File: config.mk
export PLATFORM = sky130hd
export DESIGN_NAME = two_class_fifo_oldest_first
export DESIGN_NICKNAME = d
export VERILOG_FILES = /design/src/rtl/tcf_pkg.sv /design/src/rtl/two_class_fifo_oldest_first.sv /design/src/rtl/tcf_ram.sv /design/src/rtl/tcf_queue.sv
export SDC_FILE = /design/constraint.sdc
export NUM_CORES = 2
export LEC_CHECK = 0
export BUFFER_PORTS_ARGS = -buffer_cell sky130_fd_sc_hd__buf_2
export CORE_AREA = 2 2 372 374
export CTS_CLUSTER_DIAMETER = 150
export DETAILED_ROUTE_END_ITERATION = 8
export DIE_AREA = 0 0 374 376
export MAX_ROUTING_LAYER = met4
export PLACE_DENSITY = 0.74
export RECOVER_POWER = 100
export SETUP_SLACK_MARGIN = 0.02
export SYNTH_ARGS = -nofsm -noshare
export SYNTH_HDL_FRONTEND = slang
export SYNTH_SLANG_ARGS = --single-unit
File: constraint.sdc
create_clock -name i_clk -period 6.5 [get_ports i_clk]
set_input_delay 0.975 -clock i_clk [delete_from_list [all_inputs] [get_ports i_clk]]
set_output_delay 0.975 -clock i_clk [all_outputs]
set_load 0.02 [all_outputs]
File: src/rtl/tcf_pkg.sv
// ----------------------------------------------------------------------------
// tcf_pkg
// Shared types and codes for the two-class oldest-first queue block.
// ----------------------------------------------------------------------------
package tcf_pkg;

    // command codes
    localparam logic [1:0] CMD_ENQ     = 2'd0;
    localparam logic [1:0] CMD_DEQ_A   = 2'd1;
    localparam logic [1:0] CMD_DEQ_B   = 2'd2;
    localparam logic [1:0] CMD_DEQ_ANY = 2'd3;

    // class codes for enqueue
    localparam logic [1:0] KIND_A = 2'd0;
    localparam logic [1:0] KIND_B = 2'd1;

    // status codes
    localparam logic [1:0] STAT_OK       = 2'd0;
    localparam logic [1:0] STAT_EMPTY    = 2'd1;
    localparam logic [1:0] STAT_FULL     = 2'd2;
    localparam logic [1:0] STAT_BADCLASS = 2'd3;

    localparam int ID_W    = 16;
    localparam int STAMP_W = 32;

    // input word
    typedef struct packed {
        logic [1:0]      cmd;
        logic [1:0]      kind;
        logic [ID_W-1:0] item_id;
    } t_in_item;

    // result word
    typedef struct packed {
        logic [ID_W-1:0] served_id;
        logic            served_kind;
        logic [1:0]      status;
    } t_out_item;

    // one stored queue entry
    typedef struct packed {
        logic [ID_W-1:0]    id;
        logic [STAMP_W-1:0] stamp;
    } t_entry;

    // control from sequencer to one queue
    typedef struct packed {
        logic rd_en;
        logic push;
        logic pop;
    } t_qctl;

    // status from one queue
    typedef struct packed {
        logic empty;
        logic full;
    } t_qstat;

    typedef enum logic {
        ST_IDLE,
        ST_EXEC
    } t_state;

endpackage

File: src/rtl/two_class_fifo_oldest_first.sv
// Command flow: an accepted command is registered and the block enters
// ST_EXEC, where the result word is formed; it is then registered onto
// o_result with o_done. No new command is taken in ST_EXEC, which waits on
// the registered read of both head entries before the compare and update.
// Reset: synchronous active-low; both queues empty, stamp counter zero.
// Results are strobed for one cycle and the receiver cannot stall.
// ----------------------------------------------------------------------------
// two_class_fifo_oldest_first
// Two id queues with arrival stamps; dequeue-any serves the older head.
// ----------------------------------------------------------------------------
module two_class_fifo_oldest_first import tcf_pkg::*; #(
    parameter int QUEUE_DEPTH = 16
) (
    input  logic      i_clk,
    input  logic      i_rst_n,
    input  logic      start,
    output logic      busy,
    input  t_in_item  i_item,
    output logic      o_done,
    output t_out_item o_result
);

    t_state    r_state, n_state;
    t_in_item  r_item;
    logic [STAMP_W-1:0] r_stamp, n_stamp;
    t_out_item r_result, n_result;
    logic      r_done, n_done;

    t_qctl  ctl_a, ctl_b;
    t_qstat stat_a, stat_b;
    t_entry head_a, head_b, wentry;

    logic               accept;
    logic [STAMP_W-1:0] stamp_diff;
    logic               pick_b;

    assign busy   = (r_state == ST_EXEC) | ~i_rst_n;
    assign accept = start & ~busy;

    // state register
    always_ff @(posedge i_clk) begin
        if (!i_rst_n) begin
            r_state <= ST_IDLE;
            r_stamp <= '0;
            r_done  <= 1'b0;
        end else begin
            r_state <= n_state;
            r_stamp <= n_stamp;
            r_done  <= n_done;
        end
    end

    // command and result words
    always_ff @(posedge i_clk) begin
        if (accept) begin
            r_item <= i_item;
        end
        r_result <= n_result;
    end

    // age compare of the two heads, modulo the stamp width
    assign stamp_diff = head_a.stamp - head_b.stamp;
    assign wentry     = '{id: r_item.item_id, stamp: r_stamp + 1'b1};

    // next state and queue control
    always_comb begin
        n_state  = r_state;
        n_stamp  = r_stamp;
        n_done   = 1'b0;
        n_result = r_result;
        ctl_a    = '{rd_en: accept, push: 1'b0, pop: 1'b0};
        ctl_b    = '{rd_en: accept, push: 1'b0, pop: 1'b0};
        pick_b   = 1'b0;
        case (r_state)
            ST_IDLE: begin
                if (accept) begin
                    n_state = ST_EXEC;
                end
            end
            ST_EXEC: begin
                n_state  = ST_IDLE;
                n_done   = 1'b1;
                n_result = '{served_id: '0, served_kind: 1'b0, status: STAT_OK};
                if (r_item.cmd == CMD_ENQ) begin
                    if (r_item.kind == KIND_A) begin
                        if (stat_a.full) begin
                            n_result.status = STAT_FULL;
                        end else begin
                            ctl_a.push = 1'b1;
                            n_stamp    = wentry.stamp;
                        end
                    end else if (r_item.kind == KIND_B) begin
                        if (stat_b.full) begin
                            n_result.status = STAT_FULL;
                        end else begin
                            ctl_b.push = 1'b1;
                            n_stamp    = wentry.stamp;
                        end
                    end else begin
                        n_result.status = STAT_BADCLASS;
                    end
                end else begin
                    // choose the class to serve
                    case (r_item.cmd)
                        CMD_DEQ_A: pick_b = 1'b0;
                        CMD_DEQ_B: pick_b = 1'b1;
                        CMD_DEQ_ANY: begin
                            if (stat_a.empty) begin
                                pick_b = 1'b1;
                            end else if (stat_b.empty) begin
                                pick_b = 1'b0;
                            end else begin
                                pick_b = (stamp_diff != '0) && !stamp_diff[STAMP_W-1];
                            end
                        end
                        default: pick_b = 1'b0;
                    endcase
                    if (pick_b) begin
                        if (stat_b.empty) begin
                            n_result.status = STAT_EMPTY;
                        end else begin
                            ctl_b.pop            = 1'b1;
                            n_result.served_id   = head_b.id;
                            n_result.served_kind = 1'b1;
                        end
                    end else begin
                        if (stat_a.empty) begin
                            n_result.status = STAT_EMPTY;
                        end else begin
                            ctl_a.pop          = 1'b1;
                            n_result.served_id = head_a.id;
                        end
                    end
                end
            end
            default: n_state = ST_IDLE;
        endcase
    end

    // class A queue
    tcf_queue #(
        .DEPTH (QUEUE_DEPTH)
    ) u_queue_a (
        .i_clk   (i_clk),
        .i_rst_n (i_rst_n),
        .i_ctl   (ctl_a),
        .i_wdata (wentry),
        .o_head  (head_a),
        .o_stat  (stat_a)
    );

    // class B queue
    tcf_queue #(
        .DEPTH (QUEUE_DEPTH)
    ) u_queue_b (
        .i_clk   (i_clk),
        .i_rst_n (i_rst_n),
        .i_ctl   (ctl_b),
        .i_wdata (wentry),
        .o_head  (head_b),
        .o_stat  (stat_b)
    );

    assign o_done   = r_done;
    assign o_result = r_result;

endmodule

File: src/rtl/tcf_ram.sv
// ----------------------------------------------------------------------------
// tcf_ram
// Generic single-write, single-read RAM with registered read data.
// ----------------------------------------------------------------------------
module tcf_ram #(
    parameter int WIDTH = 48,
    parameter int DEPTH = 16
) (
    input  logic                     i_clk,
    input  logic                     i_we,
    input  logic [$clog2(DEPTH)-1:0] i_waddr,
    input  logic [WIDTH-1:0]         i_wdata,
    input  logic                     i_re,
    input  logic [$clog2(DEPTH)-1:0] i_raddr,
    output logic [WIDTH-1:0]         o_rdata
);

    logic [WIDTH-1:0] mem [DEPTH];
    logic [WIDTH-1:0] r_rdata;

    // write port
    always_ff @(posedge i_clk) begin
        if (i_we) begin
            mem[i_waddr] <= i_wdata;
        end
    end

    // registered read port
    always_ff @(posedge i_clk) begin
        if (i_re) begin
            r_rdata <= mem[i_raddr];
        end
    end

    assign o_rdata = r_rdata;

endmodule

File: src/rtl/tcf_queue.sv
// ----------------------------------------------------------------------------
// tcf_queue
// One circular queue: head, tail and count around an entry RAM.
// ----------------------------------------------------------------------------
module tcf_queue import tcf_pkg::*; #(
    parameter int DEPTH = 16
) (
    input  logic   i_clk,
    input  logic   i_rst_n,
    input  t_qctl  i_ctl,
    input  t_entry i_wdata,
    output t_entry o_head,
    output t_qstat o_stat
);

    localparam int PTR_W = $clog2(DEPTH);
    localparam int CNT_W = $clog2(DEPTH + 1);
    localparam logic [PTR_W-1:0] LAST = PTR_W'(DEPTH - 1);
    localparam logic [CNT_W-1:0] FULL_CNT = CNT_W'(DEPTH);

    logic [PTR_W-1:0] r_head, n_head;
    logic [PTR_W-1:0] r_tail, n_tail;
    logic [CNT_W-1:0] r_count, n_count;
    logic [$bits(t_entry)-1:0] rdata;

    // pointer and count update
    always_comb begin
        n_head  = r_head;
        n_tail  = r_tail;
        n_count = r_count;
        if (i_ctl.push) begin
            n_tail  = (r_tail == LAST) ? '0 : r_tail + 1'b1;
            n_count = r_count + 1'b1;
        end else if (i_ctl.pop) begin
            n_head  = (r_head == LAST) ? '0 : r_head + 1'b1;
            n_count = r_count - 1'b1;
        end
    end

    always_ff @(posedge i_clk) begin
        if (!i_rst_n) begin
            r_head  <= '0;
            r_tail  <= '0;
            r_count <= '0;
        end else begin
            r_head  <= n_head;
            r_tail  <= n_tail;
            r_count <= n_count;
        end
    end

    // entry storage, read at head, written at tail
    tcf_ram #(
        .WIDTH ($bits(t_entry)),
        .DEPTH (DEPTH)
    ) u_ram (
        .i_clk   (i_clk),
        .i_we    (i_ctl.push),
        .i_waddr (r_tail),
        .i_wdata (i_wdata),
        .i_re    (i_ctl.rd_en),
        .i_raddr (r_head),
        .o_rdata (rdata)
    );

    assign o_head      = t_entry'(rdata);
    assign o_stat.empty = (r_count == '0);
    assign o_stat.full  = (r_count == FULL_CNT);

endmodule
---- After elaboration in Yosys (flattened, before gate mapping) ----
Memory sizes are Yosys's and may differ from the RTL's. A register that Yosys moved wholly into a read port is not among the register bits.
Index checks and enable logic that the tools add are counted.
W data, S select, Z words.
operators by class
  add/subtract/negate cells ............... 10
  equal/unequal tests ..................... 11
  multiplexer cells ....................... 50
  bitwise gates (word level) .............. 8
  reductions and logical operators ........ 14
operator list
  kind                     number
  $mux W32                 4
  $add A32 B1 Y32 const B  1
  $mux W16                 2
  $reduce_bool A32 Y1      1
  $sub A32 B32 Y32         1
  $mux W1                  26
  $mux W5                  4
  $mux W17                 1
  $add A4 B1 Y4 const B    4
  $eq A4 B4 Y1 const B     4
  $mux W4                  4
  $mux W2                  7
  $add A5 B1 Y5 const B    2
  $eq A5 B5 Y1 const B     2
  $logic_not A5 Y1         2
  $sub A5 B1 Y5 const B    2
  $not A1 Y1               6
  $reduce_bool A2 Y1       3
  $reduce_and A5 Y1        1
  $eq A2 B2 Y1 const B     2
  $logic_not A2 Y1         2
  $pmux W1 S2              2
  $reduce_and A2 Y1        2
  $eq A2 B1 Y1 const B     1
  other kinds (7)          7
word-level totals
  flip-flop bits (word level) ............. 99
  memory bits (writable) .................. 1536
  logic and storage cells ................. 110
  memories ................................ 2
memory list
  name                 depth  width  rd ports  clocked after Yosys merged registers in  write ports  RTL line       text
  u_queue_a.u_ram.mem  16     48     1         1                                        1            tcf_ram.sv:18  logic [WIDTH-1:0] mem [DEPTH];
  u_queue_b.u_ram.mem  16     48     1         1                                        1            tcf_ram.sv:18

---- Longest topological paths before layout ----
  depth in word-level cells ............... 13
  mapped depth ............................ 15

---- Modules after synthesis ----
Synthesis repeated with hierarchy kept, for this count alone.
second synthesis, totals
  cells, all modules ...................... 3316
  area, all modules ....................... 67561.0 sq um
modules (own cells, without submodules)
  module                       instances  cells each  area each (sq um)
  tcf_ram                      2          1242        30171.4
  two_class_fifo_oldest_first  1          676         5781.8
  tcf_queue                    2          78          718.2

---- Least setup slack after synthesis ----
OpenSTA, ideal clock, no wires.
  path type ............................... flip-flop to flip-flop
  start ................................... reg r_state
  end ..................................... mem u_queue_b.u_ram.mem[0][0] (enable)
  setup time .............................. 0.513 ns
  arrival ................................. 5.528 ns
  data required time ...................... 5.987 ns
  setup slack ............................. 0.460 ns
  cell stages (with the launch flop) ...... 7
  buffers on the path ..................... 1
  cells stage by stage .................... dfxtp_1 inv_1 nor4_1 and2_1 buf_1 nand2_1 nor3_1
between the ends
  cells in the longest elaborated chain, start to end .. 3
ends and longest elaborated chain
  element                        RTL line                           text
  start: declaration             two_class_fifo_oldest_first.sv:23  t_state r_state, n_state;
  start signal: assignment       two_class_fifo_oldest_first.sv:47  r_state <= n_state;
  $mux W2                        two_class_fifo_oldest_first.sv:74  case (r_state)
  $mux W1                        tcf_ram.sv:23                      if (i_we) begin
  $mux W1 (not written as such)  tcf_ram.sv:24                      mem[i_waddr] <= i_wdata;
  end: declaration               tcf_ram.sv:18
Every way passes these cells.

---- Worst setup path in the final report ----
  start ................................... reg r_state
  end ..................................... mem u_queue_a.u_ram.mem[6][6] (enable)
between the ends
  cells in the longest elaborated chain, start to end .. 3
ends and longest elaborated chain
  element                        RTL line
  $mux W2                        two_class_fifo_oldest_first.sv:74
  $mux W1                        tcf_ram.sv:23
  $mux W1 (not written as such)  tcf_ram.sv:24
  end: declaration               tcf_ram.sv:18
Every way passes these cells.

==> metrics.txt <==
run status=finished with violations; failing checks=max-capacitance violations, max-slew violations; die width=roughly 370 µm; kind of start point of the critical path=register; setup TNS=0 ps; WL/cell=a little over 30 µm; DIE AREA=approximately 140,000 µm²; CTS Hold Bufs=0; total setup buffers inserted after CTS=0; ys flop type=edfxtp_1; Die Y=around 380 µm; maximum VDD drop=about 0.00034 V; Slew HR=-163%; Post-synth EDFFs=roughly 1,700; Ys Warns=0; register area share after synthesis=roughly three quarters; Worst Skew=about 38 ps; Critical Path RT=6890 ps; first-pass GRT wire length=around 230,000 µm; Starting DRT DRC Count=4,660; Async S/R FF share, synth=0%; largest net degree at the start of global routing=about 140; # resized after CTS=0; commonest non-fill, non-tap cell in the layout=edfxtp_1; layout cell share with drive strength beyond 1=about 25%; post-synth top area share=approximately three quarters; Crit Path Class=reg2reg; initial antenna violation count=3; Hold Fails Final Rpt=0; Final min period=5520 ps; cells after synthesis=roughly 3,100; R2R depth=6; area grow syn2layout=11.6%; Clock Latency Late Sink=800 ps; final WL=about 160,000 µm; syn_nets=between 3,000 and 4,000; CTS max path bufs=3; area of the multi-input gates=15,900 µm²; Pleak=about 23 nW; max-slew violations=781; period utilisation layout=84.9%; max-cap violations=22; via count=about 33,000; 1st-pass router iterations=6; Fillers=just under 10,000; post-synth top area cell=edfxtp_1; Clock transition at path regs=60 ps; Vias/cell=roughly 6.4; worst setup margin=980 ps; antenna viol nets, final=0; Total GRT Usage=23.8%; CP Capture Type=register; starting density of the core=slightly below 50%; highest-count cells in the layout ignoring fill and taps=edfxtp_1 (1,671), mux4_2 (480), clkbuf_16 (169), nand2_1 (94), clkbuf_1 (86); gr ovfl total=0; crit path DAT=approximately 5900 ps; mapped cell area=67,800 µm²; Seq cells post-synth=around 1,700; register area=between 50,000 and 60,000 µm²; RSZ-0062 raised after global routing=false; top post-synthesis cells by area=edfxtp_1 (74%), mux4_2 (16%), dfxtp_1 (1.8%), ha_1 (0.89%), clkbuf_1 (0.58%); critical path fanouts, max=26; vias in the first global route=between 30,000 and 40,000; # DRC=0; syn avg cell area=approximately 22 µm²; Core Region=around 140,000 µm²; Detailed Place HPWL=between 80,000 and 90,000 µm; I/O pin count=44; Final nets=between 3,000 and 4,000; CTS H-tree lvls=4; Buffers on Ports=43; overall power=about 22 mW; CTS Buf Count=164; final setup fails=0; Clock Sinks=around 1,700; Unique masters post-synth=82; routability cong.=0.909; Power Density=between 200 and 300 nW/µm²; CTS tree=built; clk root buf=clkbuf_16; Tightest Pin Transition=about 3900 ps; highest clock rate=0.181 GHz; DP Worst Slack=between 1500 and 2000 ps; num rows=about 140; Hold Crit Depth=1; class of the worst hold path=in2reg
-- critical path: stages (launching register included) --
cell and delay [ps]:
dfxtp_1 1360, inv_1 480, nor4_1 610, and2_0 580, nand2_1 350, nor2_4 810, clkbuf_2 890
-- synth_stat cells (10+ instances only) --
| library cell | instances |
|---|---|
| edfxtp_1 | 1671 |
| mux4_2 | 480 |
| clkbuf_1 | 105 |
| nor2_1 | 102 |
| nand2_1 | 94 |
| a21oi_1 | 60 |
| dfxtp_1 | 60 |
| inv_1 | 51 |
| ha_1 | 48 |
| xor2_1 | 44 |
| o21ai_0 | 41 |
| buf_1 | 30 |
| xnor2_1 | 28 |
| nand3_1 | 25 |
| and3_1 | 21 |
| nor3_1 | 20 |
| a21o_1 | 19 |
| nand4_1 | 18 |
| mux2i_1 | 17 |
| a22o_1 | 16 |
| or3_1 | 14 |
| a211oi_1 | 11 |
| nand2b_1 | 11 |
| nor4_1 | 10 |
| o21ai_1 | 10 |
-- report_power, final --
part	switching [mW]	internal [mW]	total, mW
Sequential	0.0670	12.1	12.2
Combinational	0.291	0.208	0.499
Clock	4.04	5.15	9.19
-- final timing paths --
kind | from | endpoint | slack (ps)
setup / recovery | r_state$_SDFF_PP0_ | u_queue_a.u_ram.mem[6][6]$_DFFE_PP_ | 980
hold / removal | i_item[19] | r_item[19]$_DFFE_PP_ | 350
setup reg to reg | r_state$_SDFF_PP0_ | u_queue_a.u_ram.mem[6][6]$_DFFE_PP_ | 980
hold reg to reg | u_queue_b.r_count[4]$_SDFFE_PN0P_ | u_queue_b.r_count[4]$_SDFFE_PN0P_ | 490
-- routing by layer --
layer	global-route usage, %	wire, µm
met5	-	0
met3	4.81	15900
met2	37.0	79000
met1	31.9	62200
met4	8.04	4990
-- flip-flops by register name, summed over array words and instances, names as in the netlist --
name,cells
r_stamp,32
u_queue_b.u_ram.o_rdata,48
u_queue_a.r_count,5
u_queue_b.r_tail,4
r_item,20
u_queue_a.r_tail,4
r_state,1
u_queue_a.u_ram.o_rdata,48
u_queue_a.r_head,4
u_queue_b.r_count,5
u_queue_b.r_head,4
o_done,1
o_result,19
u_queue_a.u_ram.mem,768
u_queue_b.u_ram.mem,768
-- per-stage QoR --
| stage | area, µm² | util (%) | hold slack, ps | instances |
|---|---|---|---|---|
| 6_report | 75700 | 55.4 | 352 | 5211 |
| 2_1_floorplan | 67800 | - | 448 | 3142 |
| 4_1_cts | 76000 | 55.6 | 304 | 5207 |
| 3_5_place_dp | 70900 | 51.9 | 476 | 4912 |
| 3_3_place_gp | 70900 | 51.9 | 464 | 4912 |
| 5_1_grt | 75700 | 55.4 | 327 | 5211 |
-- kinds of logic (layout without fill, tap and decap cells) --
group / count (synthesis) / in the layout / share of synthesized area [%]
AND/OR/NAND/NOR: 364 / 364 / 2.69
XOR/XNOR: 72 / 72 / 0.930
buffers and inverters: 201 / 474 / 1.21
flip-flops: 1731 / 1731 / 75.7
multiplexers: 497 / 497 / 16.2
AO/OA/AOI/OAI: 226 / 226 / 2.27
adder cells (fa/ha/maj): 51 / 51 / 0.974
other: 0 / 2 / 0
-- area by class of cell --
type / instances / share of cell area (%)
Multi-Input combinational cell: 1210 / 21.0
Tap cell: 1794 / 2.97
Clock inverter: 79 / 0.828
Inverter: 52 / 0.258
Timing Repair Buffer: 127 / 1.11
Antenna cell: 2 / 0.00661
Sequential cell: 1731 / 67.9
Clock buffer: 216 / 5.94
Note: power is estimated with default switching activity, not from simulation.
